--- src/design/fcfs_pkg.sv ---
`timescale 1ns / 1ps

package fcfs_pkg;

  localparam int QUEUE_DEPTH = 16;
  localparam int BURST_BITS  = 16;

  localparam int PTR_W = (QUEUE_DEPTH > 1) ? $clog2(QUEUE_DEPTH) : 1;
  localparam int CNT_W = $clog2(QUEUE_DEPTH + 1);

  localparam int ID_W       = 8;
  localparam int BURST_IN_W = 16;
  localparam int TIME_W     = 32;

  localparam int IN_DATA_W  = ((ID_W + BURST_IN_W + 7) / 8) * 8;
  localparam int OUT_DATA_W = ((ID_W + 2 * TIME_W + 7) / 8) * 8;

  localparam logic [TIME_W-1:0] TIME_MAX = '1;

  typedef enum logic [0:0] {
    ACT_ARRIVE = 1'b0,
    ACT_TICK   = 1'b1
  } action_t;

  typedef enum logic [1:0] {
    KIND_DONE      = 2'd0,
    KIND_FULL      = 2'd1,
    KIND_ZERO      = 2'd2
  } kind_t;

endpackage

--- src/design/fcfs_job_scheduler.sv ---
`timescale 1ns / 1ps

// First-come-first-served job scheduler.
// Input channel (in_*): one word per event. in_tuser is the action: an arrival
// pushes (job_id, burst_length) onto a queue of QUEUE_DEPTH jobs, a tick serves
// the head job for one time unit and then advances the time counter, which
// saturates at its maximum.
// Result channel (out_*): at most one word per input word. out_tuser is the kind:
// a completion (id, start tick, finish tick), a rejection because the queue is
// full, or a rejection because the burst is zero (times read zero on rejection).
// Accepted arrivals and ticks that finish no job give no word.
// Timing: a word is taken into an input register, and the queue update and the
// result are worked out in one pass from that register into the output register,
// so a result passes through the input register and then the output register.
// One input word is accepted every cycle while the result channel is not stalled;
// the single pass over the head entry and its service counter sets that figure.
// Reset (rst_n low, synchronous) empties the queue and clears time and service
// count. When the receiver holds out_tready low the result stays in the output
// register, the input register fills, and in_tready falls until the result is
// taken.

module fcfs_job_scheduler (
  input  logic                               clk,
  input  logic                               rst_n,
  input  logic                               in_tvalid,
  output logic                               in_tready,
  input  logic [fcfs_pkg::IN_DATA_W-1:0]     in_tdata,   // job_id, burst_length
  input  logic                               in_tuser,   // action
  output logic                               out_tvalid,
  input  logic                               out_tready,
  output logic [fcfs_pkg::OUT_DATA_W-1:0]    out_tdata,  // done_id, start_time, finish_time
  output fcfs_pkg::kind_t                    out_tuser   // kind
);

  import fcfs_pkg::*;

  logic                    in_vld_r;
  action_t                 in_act_r;
  logic [ID_W-1:0]         in_id_r;
  logic [BURST_IN_W-1:0]   in_burst_r;

  logic [ID_W-1:0]         queued_ids_r    [QUEUE_DEPTH];
  logic [BURST_BITS-1:0]   queued_bursts_r [QUEUE_DEPTH];

  logic [PTR_W-1:0]        head_ptr_r, head_ptr_nxt;
  logic [PTR_W-1:0]        tail_ptr_r, tail_ptr_nxt;
  logic [CNT_W-1:0]        fill_count_r, fill_count_nxt;
  logic [TIME_W-1:0]       now_time_r, now_time_nxt;
  logic [BURST_BITS-1:0]   served_ticks_r, served_ticks_nxt;
  logic [TIME_W-1:0]       head_start_r, head_start_nxt;

  logic                    out_vld_r, out_vld_nxt;
  kind_t                   out_kind_r, out_kind_nxt;
  logic [ID_W-1:0]         out_id_r, out_id_nxt;
  logic [TIME_W-1:0]       out_start_r, out_start_nxt;
  logic [TIME_W-1:0]       out_fin_r, out_fin_nxt;

  logic                    fire;
  logic                    push;
  logic [BURST_BITS-1:0]   burst_m;
  logic [BURST_BITS-1:0]   served_inc;
  logic [TIME_W-1:0]       start_sel;

  assign fire      = in_vld_r && (!out_vld_r || out_tready);
  assign in_tready = !in_vld_r || fire;
  assign burst_m   = BURST_BITS'(in_burst_r);
  assign served_inc = served_ticks_r + BURST_BITS'(1);
  assign start_sel = (served_ticks_r == '0) ? now_time_r : head_start_r;

  always_comb begin
    head_ptr_nxt     = head_ptr_r;
    tail_ptr_nxt     = tail_ptr_r;
    fill_count_nxt   = fill_count_r;
    now_time_nxt     = now_time_r;
    served_ticks_nxt = served_ticks_r;
    head_start_nxt   = head_start_r;
    push             = 1'b0;
    out_vld_nxt      = out_vld_r && !out_tready;
    out_kind_nxt     = out_kind_r;
    out_id_nxt       = out_id_r;
    out_start_nxt    = out_start_r;
    out_fin_nxt      = out_fin_r;
    if (fire) begin
      case (in_act_r)
        ACT_ARRIVE: begin
          if (burst_m == '0) begin
            out_vld_nxt   = 1'b1;
            out_kind_nxt  = KIND_ZERO;
            out_id_nxt    = in_id_r;
            out_start_nxt = '0;
            out_fin_nxt   = '0;
          end else if (fill_count_r == CNT_W'(QUEUE_DEPTH)) begin
            out_vld_nxt   = 1'b1;
            out_kind_nxt  = KIND_FULL;
            out_id_nxt    = in_id_r;
            out_start_nxt = '0;
            out_fin_nxt   = '0;
          end else begin
            push           = 1'b1;
            fill_count_nxt = fill_count_r + CNT_W'(1);
            tail_ptr_nxt   = (tail_ptr_r == PTR_W'(QUEUE_DEPTH - 1)) ? '0
                                                                     : tail_ptr_r + PTR_W'(1);
          end
        end
        default: begin
          if (fill_count_r != '0) begin
            if (served_inc == queued_bursts_r[head_ptr_r]) begin
              out_vld_nxt      = 1'b1;
              out_kind_nxt     = KIND_DONE;
              out_id_nxt       = queued_ids_r[head_ptr_r];
              out_start_nxt    = start_sel;
              out_fin_nxt      = (now_time_r == TIME_MAX) ? TIME_MAX
                                                          : now_time_r + TIME_W'(1);
              head_ptr_nxt     = (head_ptr_r == PTR_W'(QUEUE_DEPTH - 1)) ? '0
                                                                         : head_ptr_r + PTR_W'(1);
              fill_count_nxt   = fill_count_r - CNT_W'(1);
              served_ticks_nxt = '0;
              head_start_nxt   = start_sel;
            end else begin
              served_ticks_nxt = served_inc;
              head_start_nxt   = start_sel;
            end
          end
          if (now_time_r != TIME_MAX) begin
            now_time_nxt = now_time_r + TIME_W'(1);
          end
        end
      endcase
    end
  end

  always_ff @(posedge clk) begin
    if (!rst_n) begin
      in_vld_r       <= 1'b0;
      head_ptr_r     <= '0;
      tail_ptr_r     <= '0;
      fill_count_r   <= '0;
      now_time_r     <= '0;
      served_ticks_r <= '0;
      head_start_r   <= '0;
      out_vld_r      <= 1'b0;
    end else begin
      if (in_tready) begin
        in_vld_r <= in_tvalid;
      end
      head_ptr_r     <= head_ptr_nxt;
      tail_ptr_r     <= tail_ptr_nxt;
      fill_count_r   <= fill_count_nxt;
      now_time_r     <= now_time_nxt;
      served_ticks_r <= served_ticks_nxt;
      head_start_r   <= head_start_nxt;
      out_vld_r      <= out_vld_nxt;
    end
  end

  always_ff @(posedge clk) begin
    if (in_tready && in_tvalid) begin
      in_act_r   <= action_t'(in_tuser);
      in_id_r    <= in_tdata[ID_W-1:0];
      in_burst_r <= in_tdata[ID_W+BURST_IN_W-1:ID_W];
    end
    if (push) begin
      queued_ids_r[tail_ptr_r]    <= in_id_r;
      queued_bursts_r[tail_ptr_r] <= burst_m;
    end
    out_kind_r  <= out_kind_nxt;
    out_id_r    <= out_id_nxt;
    out_start_r <= out_start_nxt;
    out_fin_r   <= out_fin_nxt;
  end

  assign out_tvalid = out_vld_r;
  assign out_tuser  = out_kind_r;
  assign out_tdata  = OUT_DATA_W'({out_fin_r, out_start_r, out_id_r});

  a_fill_bound: assert property (@(posedge clk) disable iff (!rst_n)
    fill_count_r <= CNT_W'(QUEUE_DEPTH))
    else $error("queue fill count beyond depth");

  a_empty_idle: assert property (@(posedge clk) disable iff (!rst_n)
    (fill_count_r == '0) |-> (served_ticks_r == '0 && head_ptr_r == tail_ptr_r))
    else $error("empty queue with service count or pointer mismatch");

  a_full_ptrs: assert property (@(posedge clk) disable iff (!rst_n)
    (fill_count_r == CNT_W'(QUEUE_DEPTH)) |-> (head_ptr_r == tail_ptr_r))
    else $error("full queue with pointer mismatch");

  a_time_order: assert property (@(posedge clk) disable iff (!rst_n)
    (out_vld_r && out_kind_r == KIND_DONE) |-> (out_fin_r > out_start_r ||
                                                out_fin_r == TIME_MAX))
    else $error("completion finishes before it starts");

  a_time_mono: assert property (@(posedge clk) disable iff (!rst_n)
    ##1 (now_time_r >= $past(now_time_r)))
    else $error("time counter went backwards");

endmodule
--- config.mk ---
export PLATFORM = sky130hd
export DESIGN_NAME = fcfs_job_scheduler
export DESIGN_NICKNAME = d
export VERILOG_FILES = /design/src/design/fcfs_pkg.sv /design/src/design/fcfs_job_scheduler.sv
export SDC_FILE = /design/constraint.sdc
export NUM_CORES = 1
export LEC_CHECK = 0
export ABC_CLOCK_PERIOD_IN_PS = 13300
export BUFFER_PORTS_ARGS = -buffer_cell sky130_fd_sc_hd__buf_2
export CAP_MARGIN = 20
export CORE_ASPECT_RATIO = 0.5
export CORE_MARGIN = 2
export CORE_UTILIZATION = 61
export DETAILED_ROUTE_END_ITERATION = 8
export HOLD_SLACK_MARGIN = 0.15
export PLACE_DENSITY = 0.79
export SYNTH_ARGS = -nofsm -noshare
export SYNTH_HDL_FRONTEND = slang
export SYNTH_SLANG_ARGS = --single-unit
--- constraint.sdc ---
create_clock -name clk -period 13.3 [get_ports clk]
set_input_delay 2.66 -clock clk [delete_from_list [all_inputs] [get_ports clk]]
set_output_delay 2.66 -clock clk [all_outputs]
set_load 0.03 [all_outputs]
# Yosys cells after proc, flatten, opt, wreduce, memory -nomap -nowiden
# Memories as Yosys holds them, arrays and structs flattened. A register that Yosys moved wholly into a read port is not among the register bits.
# Cells that the tools add are included.
# op_classes
eq_ne	10
mux	44
bitwise_logic	3
addsub	6
n_reduce_logical	18
# ops
cell	count
$mux 32	10
$mux 8	5
$add 32x1->32 const B	1
$eq 32x32->1 const B	1
$logic_not 16->1	2
$ne 32x32->1 const B	1
$mux 5	5
$mux 4	6
$add 16x1->16 const B	1
$eq 16x16->1	1
$mux 16	1
$mux 1	12
$reduce_and 4->1	3
$mux 2	5
$add 4x1->4 const B	2
$eq 4x4->1 const B	2
$reduce_and 3->1	2
$add 5x1->5 const B	1
$eq 5x5->1 const B	1
$reduce_and 5->1	1
$reduce_bool 5->1	1
$sub 5x1->5 const B	1
$ne 2x1->1 const B	2
$ne 2x2->1 const B	2
5 further kinds	12
# word_totals
input_bits	29
out_inout_bits	76
ramBits	384
word_cells	98
mem_count	2
reg_bits	194
# mem_list
memory	depth	word_bits	read_ports	rd_ports_with_merged_regs	wr	line_no	text
queued_bursts_r	16	16	1	1	1	fcfs_job_scheduler.sv:43	logic [BURST_BITS-1:0] queued_bursts_r [QUEUE_DEPTH];
queued_ids_r	16	8	1	1	1	fcfs_job_scheduler.sv:42	logic [ID_W-1:0] queued_ids_r [QUEUE_DEPTH];

# Longest topological paths before layout
# Gate-level depths: netlist (run 1).
# depth
depth_word	7
ltp_mapped	14
mapped_depth_nobuf	10

# Worst setup path after synthesis (run 1)
# Ideal clock, no wire load.
# synth_timing
kind	input to register
start	in out_tready
end	reg out_fin_r[0], enable pin
path_slack_ps	6167
required_time_ps	12774
path_stages	4
arrival_time_ps	6608
path_buffers	0
setup_time_ps	526
cell_sequence	nand2b_1 -> nand2_1 -> a21oi_1 -> a21boi_1
# synth_via
elab_chain_cells	3
# synth_rtl
element	line_no	text
start, declared	fcfs_job_scheduler.sv:30	input logic out_tready,
$logic_or 1x1->1	fcfs_job_scheduler.sv:64	assign fire = in_vld_r && (!out_vld_r || out_tready);
$logic_and 1x1->1	fcfs_job_scheduler.sv:64	
$reduce_and 4->1 (no source line)	--	
end signal, assigned	fcfs_job_scheduler.sv:169	out_fin_r <= out_fin_nxt;
end, declared	fcfs_job_scheduler.sv:56	logic [TIME_W-1:0] out_fin_r, out_fin_nxt;
# Every way passes these cells.
# A chain may end at the register's enable or synchronous reset.

# Final worst setup path (run 1)
# layout_timing
start	in out_tready
end	out in_tready
# layout_via
elab_chain_cells	3
# layout_rtl
element	line_no	text
$logic_or 1x1->1	fcfs_job_scheduler.sv:64	
$logic_and 1x1->1	fcfs_job_scheduler.sv:64	
$logic_or 1x1->1	fcfs_job_scheduler.sv:65	assign in_tready = !in_vld_r || fire;
end, declared	fcfs_job_scheduler.sv:26	output logic in_tready,
# Every way passes these cells.

==> flow_metrics.tcl, run 1 <==
set metrics [dict create \
    slew_viol_final 0 \
    yosys_warnings 0 \
    antenna_left 0 \
    crit_end "in_tready" \
    pwr-share-seq_pct 55.4 \
    vias 13600 \
    crit_buf_inv 2 \
    gp_congestion 0.856 \
    cpLargestDelayFamily "buffers and inverters" \
    r2r_end "out_id_r[3]" \
    yosys.cell_count.top_type "edfxtp_1" \
    p_sw_share_pct 20.6 \
    hpwlAfterDp_mm 28.2 \
    numCtsBuffers 49 \
    routed_wl_mm 52.0 \
    syn-num-nets 1560 \
    pre_cts_slack_ps 7190 \
    synth_top_area_cell "edfxtp_1" \
    cp_max_fo 2 \
    timing.slew.headroom_pct 29.6 \
    cts.clk_slew.worst_paths_ps 60 \
    timing.final.crit_period_ps 5820 \
    vdd_drop_max_v 0.000110 \
    yosysTopAreaCellShare_pct 61.2 \
    finalSetupTns_ps 0 \
    synth_edf_count 483 \
    cts_sinks 582 \
    antennaDiodeCount 0 \
    yosysSeqAreaShare_pct 69.6 \
    final_util_pct 69.8 \
    dpl-instance-area_um2 24700 \
    drc 0 \
    skew_ps 23.1 \
    cts_resized 0 \
    drt_iter0_markers 1558 \
    crit_path_start_kind "input port" \
    drive_gt1_share_pct 20.9 \
    post-cts-setup-buffers 0 \
    synth-async-reset-ratio_pct 0 \
    clockRootBuffer "clkbuf_16" \
    crit_top_cell "buf_2" \
    grt_max_degree 77 \
    critPathCaptureType "output port" \
    dieArea_um2 40500 \
    grt_pass1_vias 13400 \
    synthTopCellsByArea "edfxtp_1 61%, mux4_2 8.6%, dfxtp_1 8.4%" \
    synth.distinct_cells 64 \
    required_ps 10640 \
    syn_inst 1519 \
    syn_area_um2 23700 \
    stdcell_area_um2 26400 \
    status "complete, no violations" \
    grt_pass1_wl_mm 78.8 \
    hold_class "reg2reg" \
    finalCritPeriodShare_pct 43.8 \
    fmax_mhz 172 \
    vias_per_cell 6.24 \
    maxCapViolations 0 \
    pin_count 105 \
    core_area_um2 37800 \
    io_buffers 104 \
    critPathMaxStageDelay_ps 180 \
    critPathSlowestCell "buf_2" \
    crit_arrival_ps 3160 \
    dpl.cell_count 2082 \
    power_frac_clock_pct 41.5 \
    critPathLaunch "out_tready" \
    rsz0062_at_grt "false" \
    worstSetupPathType "in2out" \
    pwr-share-comb_pct 3.1 \
    synth_ff_type "edfxtp_1" \
    cts_tree "done" \
    area_delta_synth_final_pct 11.5 \
    cellLeakagePower_nw 8.80 \
    fill_cells 2377 \
    cp.depth 4 \
    avgSynthCellArea_um2 15.6 \
    grt_overflow_total 0 \
    regToRegSetupSlack_ps 7820 \
    cp_cell_sequence "buf_2 > nor2b_1 > nand2_1 > buf_2" \
    hp-start "head_start_r[0]" \
    p_int_mw 2.89 \
    ys_ff_latch 582 \
    die_h_um 143 \
    p_sw_mw 0.748 \
    num-nets-final 1655 \
    rows 50 \
    ys_top_cells_by_count "483 x edfxtp_1, 158 x nand2_1, 99 x dfxtp_1" \
    track_usage_pct 26.4 \
    h-tree-depth 2 \
    drt_pre_antenna_iters 5 \
    die-width_um 283 \
    clock_latency_ps 590 \
    reg2regPathDepth 12 \
    antenna_found_initial 0 \
    fin_cells 2174 \
    holdBufCountCts 0 \
    initial_core_util_pct 62.6 \
    postLayoutSetupSlackWorst_ps 7480 \
    wl_per_cell_um 23.9 \
    finalSetupViolCount 0 \
    max_slew.worst_pin.slew_ps 1060 \
    hold_viol 0 \
    clk_path_buf_depth 3 \
    power_density_nw_per_um2 138 \
]
## final cells by class
type                       count  area (um2)  area share, %
multi-input combinational    827        6760           25.6
tap                          520         651           2.46
inverter                      19        71.3          0.270
clock buffer                  57        1300           4.91
clock inverter                34         394           1.49
sequential                   582       16500           62.4
timing repair buffer         135         757           2.86
## sequential cells by signal, summed over array words and instances (netlist names), named ones only
register         cells
fill_count_r         5
head_ptr_r           4
out_tuser            2
in_id_r              8
tail_ptr_r           4
queued_ids_r       128
served_ticks_r      16
now_time_r          32
out_id_r             8
burst_m             16
out_tvalid           1
head_start_r        32
in_act_r             1
out_start_r         32
in_vld_r             1
queued_bursts_r    256
out_fin_r           32
## worst reg2reg max path, cell delays in order, from the launching register on
cell	delay [ps]
dfxtp_4	710
buf_4	830
mux4_2	640
a22oi_1	180
nand3_1	160
xnor2_1	220
nand4_1	210
or4_1	600
nor3_2	200
buf_6	210
nand2_1	120
a21boi_4	150
buf_4	770
## layout by cell type (no fill, tap or decap), types with 7 or more instances in the layout
cell       count
a21o_1        10
a31oi_1        7
o21ai_0       19
xor2_1        34
edfxtp_1     483
or3_1         23
nand4_1       13
nor2_2        13
a21oi_1       97
nor4_1        12
nor3_1         8
nor2b_1       10
mux4_1        12
inv_1         16
nand3_1       42
and3_1        10
buf_2        104
clkinv_1       9
nor2_1        83
nand2_1      158
ha_1          11
a22oi_1        8
nand2b_1       9
buf_4         30
dfxtp_1       96
mux2i_1       54
xnor2_1       45
clkinv_2      11
bufinv_16      8
clkbuf_16     50
mux4_2        90
mux2_2        10
## metal layers
metal / vias to the layer above / global-route usage (%) / share of wire (%)
li1: 5959 / - / -
met2: 679 / 43.4 / 48
met3: 114 / 5.63 / 8.7
met4: 0 / 8.41 / 2.9
met1: 6812 / 35.8 / 40
met5: - / 0 / 0
## cell families after synthesis
| family | after synthesis | synth area share (%) |
|---|---|---|
| XOR/XNOR | 79 | 2.92 |
| multiplexers | 166 | 12.6 |
| AND/OR/NAND/NOR | 411 | 8.16 |
| adder cells (fa/ha/maj) | 12 | 0.665 |
| buffers and inverters | 110 | 2.18 |
| AO/OA/AOI/OAI | 159 | 3.89 |
| flip-flops | 582 | 69.6 |
## power by group through the flow
stage	Combinational [mW]	Sequential (mW)	Clock, mW
floorplan	0.0810	2.04	0
global placement	0.108	2.05	0
detailed placement	0.111	2.05	0
CTS	0.112	2.01	1.53
global route	0.121	2.01	1.60
finish	0.113	2.01	1.51
## metrics by stage
stage                     hold WS [ps]  power, mW
final                              455       3.63
after detailed placement           446       2.16
after CTS                          455       3.65
after global routing               471       3.73
after global placement             441       2.16
after floorplan                    436       2.13
## worst min path at each step
stage | slack (ps) | cells past startpoint | end
3_3_place_gp | 440 | 2 | head_start_r[5]
2_1_floorplan | 440 | 2 | head_start_r[0]
6_report | 450 | 2 | head_start_r[0]
4_1_cts | 460 | 2 | head_start_r[0]
3_5_place_dp | 450 | 2 | head_start_r[0]
5_1_grt | 470 | 2 | head_start_r[4]
Power figures use the tool's default switching activity.
==> run 2, diff against run 1 <==
--- a/config.mk
+++ b/config.mk
@@ -5,15 +5,16 @@
 export SDC_FILE = /design/constraint.sdc
 export NUM_CORES = 1
 export LEC_CHECK = 0
-export ABC_CLOCK_PERIOD_IN_PS = 13300
+export ABC_AREA = 1
+export ABC_CLOCK_PERIOD_IN_PS = 5220
 export BUFFER_PORTS_ARGS = -buffer_cell sky130_fd_sc_hd__buf_2
 export CAP_MARGIN = 20
 export CORE_ASPECT_RATIO = 0.5
 export CORE_MARGIN = 2
-export CORE_UTILIZATION = 61
+export CORE_UTILIZATION = 56
 export DETAILED_ROUTE_END_ITERATION = 8
 export HOLD_SLACK_MARGIN = 0.15
-export PLACE_DENSITY = 0.79
+export PLACE_DENSITY = 0.76
 export SYNTH_ARGS = -nofsm -noshare
 export SYNTH_HDL_FRONTEND = slang
 export SYNTH_SLANG_ARGS = --single-unit
==> constraint.sdc (replaced) <==
create_clock -name clk -period 5.22 [get_ports clk]
set_input_delay 1.044 -clock clk [delete_from_list [all_inputs] [get_ports clk]]
set_output_delay 1.044 -clock clk [all_outputs]
set_load 0.03 [all_outputs]
==> flow_metrics.tcl, run 2 <==
set metrics [dict create \
    status "complete, no violations" \
    clockRootBuffer "clkbuf_16" \
    final_cell_mix "532 x nand2_1, 483 x edfxtp_1, 249 x nand3_1" \
    ys_top_cells_by_count "532 x nand2_1, 483 x edfxtp_1, 256 x nor2_1" \
    finalCritPeriodShare_pct 77.6 \
    power_density_nw_per_um2 333 \
    synth_top_area_cell "edfxtp_1" \
    cts.clk_slew.worst_paths_ps 60 \
    antennaDiodeCount 0 \
    num-nets-final 2463 \
    antenna_found_initial 0 \
    dieArea_um2 45800 \
    gp_congestion 0.924 \
    cts_sinks 582 \
    syn_area_um2 24600 \
    synth-async-reset-ratio_pct 0 \
    top_register "queued_bursts_r" \
    cellLeakagePower_nw 10.4 \
    reg2regPathDepth 16 \
    synth_mux_area_share_pct 0.406 \
    die-width_um 301 \
    ff_latch_area_um2 16500 \
    die_h_um 152 \
    pin_count 105 \
    cp_max_fo 165 \
    hold_viol 0 \
    crit_arrival_ps 4320 \
    core_area_um2 43500 \
    cts_resized 0 \
    synth_xor_area_share_pct 1.49 \
    skew_ps 26.8 \
    ys_ff_latch 582 \
    fill_cells 3354 \
    synth-simple-area-share_pct 18.5 \
    avgSynthCellArea_um2 10.5 \
    hold_ws_ps 500 \
    fmax_mhz 247 \
    max_slew.worst_pin.slew_ps 1160 \
    critPathCaptureType "flip-flop" \
    track_usage_pct 26.0 \
    yosysTopAreaCellShare_pct 58.9 \
    synthAdderAreaFrac_pct 0.640 \
    synth.distinct_cells 42 \
    timing.final.crit_period_ps 4050 \
    cts_tree "done" \
    required_ps 5490 \
    io_buffers 104 \
    crit_path_start_kind "flip-flop" \
    clock_latency_ps 590 \
    post-cts-setup-buffers 0 \
    synth_ff_type "edfxtp_1" \
    rows 54 \
    synth_top_family_by_area "simple AND/OR/NAND/NOR gates" \
    numCtsBuffers 50 \
    grt_max_degree 166 \
    drt_iter0_markers 1965 \
    largest_register_ffs 256 \
    syn_inst 2341 \
    rsz0062_at_grt "false" \
    holdBufCountCts 0 \
    synth_compound_area_share_pct 6.53 \
    min_path_cells 2 \
    grt_overflow_total 0 \
    grt_pass1_wl_mm 93.1 \
    wl_per_cell_um 19.6 \
    clk_path_buf_depth 3 \
    slew_viol_final 0 \
    drt_pre_antenna_iters 5 \
    finalSetupViolCount 0 \
    maxCapViolations 0 \
    routed_wl_mm 59.8 \
    timing.slew.headroom_pct 22.7 \
    vias_per_cell 5.73 \
    yosys_warnings 0 \
    h-tree-depth 2 \
    finalSetupTns_ps 0 \
    vdd_drop_max_v 0.000248 \
    yosys.cell_count.top_type "nand2_1" \
    syn-num-nets 2382 \
    yosysSeqAreaShare_pct 66.9 \
    worstSetupPathType "reg2reg" \
    reg_top3 "queued_bursts_r: 256 flops, queued_ids_r: 128 flops" \
    initial_core_util_pct 56.6 \
    grt_pass1_vias 17000 \
    multi_input_area_um2 6870 \
    synth_edf_count 483 \
    hpwlAfterDp_mm 34.8 \
    synthTopCellsByArea "edfxtp_1 59%, nand2_1 8.1%, dfxtp_1 8.0%" \
    hp-start "head_start_r[6]" \
    hold_class "reg2reg" \
    area_delta_synth_final_pct 11.4 \
    layout_commonest_cell "nand2_1" \
    antenna_left 0 \
    vias 17500 \
    drc 0 \
    drive_gt1_share_pct 10.8 \
]
## run 2: cell count changes after synthesis, moves of 34 or more
cell	delta
mux4_2	-90
xnor2_1	-42
nand2_1	+374
o21ai_0	+99
o211ai_1	+34
mux2i_1	-44
nand3_1	+207
nor2_1	+160
inv_1	+179
## run 2: worst max-delay path: stages, from the launching register on
cell and delay, ps:
dfxtp_4 590, buf_12 490, nor2_1 130, nor2_1 120
o21ai_1 70, nand3_1 100, nand3_1 140, nand3_1 110
nand2_1 100, nor2_1 100, nand2_1 50, nor2_1 110
nand2_2 270, nand2_1 130, nand3_1 110, inv_2 450
buf_4 360
## run 2: worst paths after layout
| check | slack (ps) | end |
|---|---|---|
| worst min register to register | 500 | head_start_r[6] |
| worst max-delay path | 1170 | out_fin_r[5] |
| worst max register to register | 1170 | out_fin_r[5] |
| worst min-delay path | 500 | head_start_r[6] |
## run 2: logic make-up after synthesis
group | Yosys count
and+or+nand+nor | 1091
DFF | 582
buffers and inverters | 324
AOI/OAI and AO/OA | 280
xor gates and xnor gates | 42
adders and majority gates | 12
muxes | 10
## run 2: power breakdown
group	switching (mW)	internal [mW]
Clock	1.65	2.05
Combinational	0.199	0.0851
Sequential	0.0666	5.08
## run 2: layout make-up
type	instances	area share, %
repair buffers	150	3.55
well taps	588	2.68
multi-input cells	1435	25.0
flip-flops and latches	582	60.1
inverters	203	2.79
clock buffers	77	5.22
clock inverters	17	0.643
## run 2: stage by stage
stage	instance area [um2]	setup WS [ps]	power (mW)	utilization (%)	std cells
floorplan	24600	1480	5.42	-	2341
global placement	25700	1320	5.52	59.2	2954
detailed placement	25800	1290	5.53	59.2	2955
CTS	27400	1260	9.15	62.9	3049
global route	27400	865	9.35	63.1	3052
finish	27400	1170	9.13	63.1	3052
## run 2: layer usage
metal / vias up / global-route usage [%] / routed length, um / share of wire (%)
li1: 8151 / - / - / -
met1: 8427 / 36.7 / 25100 / 42
met2: 763 / 41.5 / 27800 / 46
met3: 147 / 3.91 / 4980 / 8.3
met4: 0 / 9.48 / 2000 / 3.3
met5: - / 0 / 0 / 0
==> run 3, diff against run 2 <==
--- a/config.mk
+++ b/config.mk
@@ -6,7 +6,7 @@
 export NUM_CORES = 1
 export LEC_CHECK = 0
 export ABC_AREA = 1
-export ABC_CLOCK_PERIOD_IN_PS = 5220
+export ABC_CLOCK_PERIOD_IN_PS = 3600
 export BUFFER_PORTS_ARGS = -buffer_cell sky130_fd_sc_hd__buf_2
 export CAP_MARGIN = 20
 export CORE_ASPECT_RATIO = 0.5
==> constraint.sdc (replaced) <==
create_clock -name clk -period 3.6 [get_ports clk]
set_input_delay 0.72 -clock clk [delete_from_list [all_inputs] [get_ports clk]]
set_output_delay 0.72 -clock clk [all_outputs]
set_load 0.03 [all_outputs]
==> flow_metrics.tcl, run 3 (same netlist as run 2, synthesis figures left out) <==
set metrics [dict create \
    fill_cells 3280 \
    r2r_end "out_fin_r[13]" \
    post-cts-setup-buffers 0 \
    cp.depth 16 \
    pin_count 105 \
    slew_viol_final 0 \
    timing.final.crit_period_ps 3220 \
    rsz0062_at_grt "false" \
    cp_cell_sequence "buf_12 > nand2_1 > nand3_1 > nand3_1 > nand3_1 > nand2_1 > nand2_1 > nand2_1 > nor2_1 > nand2_1 > nor2_1 > nand2_2 > nand2_1 > nand3_1 > clkinvlp_4 > buf_12" \
    clock_latency_ps 580 \
    drt_pre_antenna_iters 6 \
    regToRegSetupSlack_ps 380 \
    max_slew.worst_pin.slew_ps 818 \
    drt_iter0_markers 2142 \
    holdBufCountCts 0 \
    finalSetupTns_ps 0 \
    critPathCaptureType "flip-flop" \
    hold_viol 0 \
    antenna_left 0 \
    reg2regPathDepth 16 \
    dieArea_um2 45800 \
    cts.clk_slew.worst_paths_ps 70 \
    grt_max_degree 155 \
    hold_class "in2reg" \
    reg_top3 "queued_bursts_r: 256 flops, queued_ids_r: 128 flops" \
    wl_per_cell_um 19.7 \
    routed_wl_mm 60.5 \
    h-tree-depth 2 \
    fmax_mhz 310 \
    status "complete, no violations" \
    crit_end "out_fin_r[13]" \
    antenna_found_initial 0 \
    p_total_mw 13.3 \
    drc 0 \
    track_usage_pct 26.2 \
    required_ps 3840 \
    die-width_um 301 \
    cpLargestDelayFamily "simple AND/OR/NAND/NOR gates" \
    crit_arrival_ps 3460 \
    critPathMaxStageDelay_ps 530 \
    grt_overflow_total 0 \
    cellLeakagePower_nw 10.6 \
    cts_sinks 582 \
    num-nets-final 2483 \
    die_h_um 152 \
    vdd_drop_max_v 0.000312 \
    vias_per_cell 5.67 \
    clk_path_buf_depth 3 \
    crit_path_start_kind "flip-flop" \
    skew_ps 23.4 \
    worstSetupPathType "reg2reg" \
    final_cell_mix "532 x nand2_1, 483 x edfxtp_1, 249 x nand3_1" \
    cts_resized 0 \
    initial_core_util_pct 56.6 \
    numCtsBuffers 50 \
    drive_gt1_share_pct 11.4 \
    critPathSlowestCell "buf_12" \
    grt_pass1_wl_mm 92.9 \
    power_density_nw_per_um2 480 \
    clockRootBuffer "clkbuf_16" \
    gp_congestion 0.940 \
    finalSetupViolCount 0 \
    layout_commonest_cell "nand2_1" \
    hpwlAfterDp_mm 36.3 \
    crit_top_cell "nand2_1" \
    largest_register_ffs 256 \
    cts_tree "done" \
    timing.slew.headroom_pct 45.4 \
    crit_buf_inv 3 \
    finalCritPeriodShare_pct 89.5 \
    core_area_um2 43500 \
    area_delta_synth_final_pct 12.8 \
    vias 17400 \
    rows 54 \
    maxCapViolations 0 \
    io_buffers 104 \
    antennaDiodeCount 0 \
    cp_max_fo 154 \
    top_register "queued_bursts_r" \
    grt_pass1_vias 16500 \
]
## run 3: power by group
group | total, mW | internal [mW] | switching (mW)
combinational | 0.445 | 0.132 | 0.313
sequential | 7.44 | 7.37 | 0.0733
clock | 5.44 | 3.08 | 2.36
total | 13.3 | 10.6 | 2.75
## run 3: how the worst min path moves through the flow
stage	start	cells after the start	end	slack, ps
final	in_tdata[9]	1	burst_m[1]	310
after global routing	in_tdata[11]	1	burst_m[3]	290
after CTS	in_tdata[9]	1	burst_m[1]	290
after detailed placement	burst_m[6]	0	queued_bursts_r[11][6]	470
after global placement	burst_m[6]	0	queued_bursts_r[11][6]	460
after floorplan	head_start_r[13]	2	head_start_r[13]	470
## run 3: routing by layer
layer,vias up,track usage (%),part of all wire [%]
met4,0,7.44,2.6
met5,-,0,0
met3,101,3.46,7.9
met2,755,43.5,48
li1,8205,-,-
met1,8347,36.6,41
## run 3: per-stage QoR
stage	hold slack (ps)	setup slack [ps]	std cells	area [um2]	utilization, %
2_1_floorplan	467	179	2341	24600	-
3_3_place_gp	463	452	2978	26200	60.1
3_5_place_dp	472	469	2978	26200	60.1
4_1_cts	290	419	3072	27800	63.9
5_1_grt	292	97.9	3072	27800	63.9
6_report	307	378	3072	27800	63.9
## run 3: layout make-up
class	instances	area, um2	area share (%)
Tap cell	588	736	2.65
Multi-Input combinational cell	1435	6860	24.7
Inverter	203	768	2.76
Clock buffer	78	1460	5.27
Sequential cell	582	16500	59.3
Clock inverter	16	174	0.626
Timing Repair Buffer	170	1300	4.69
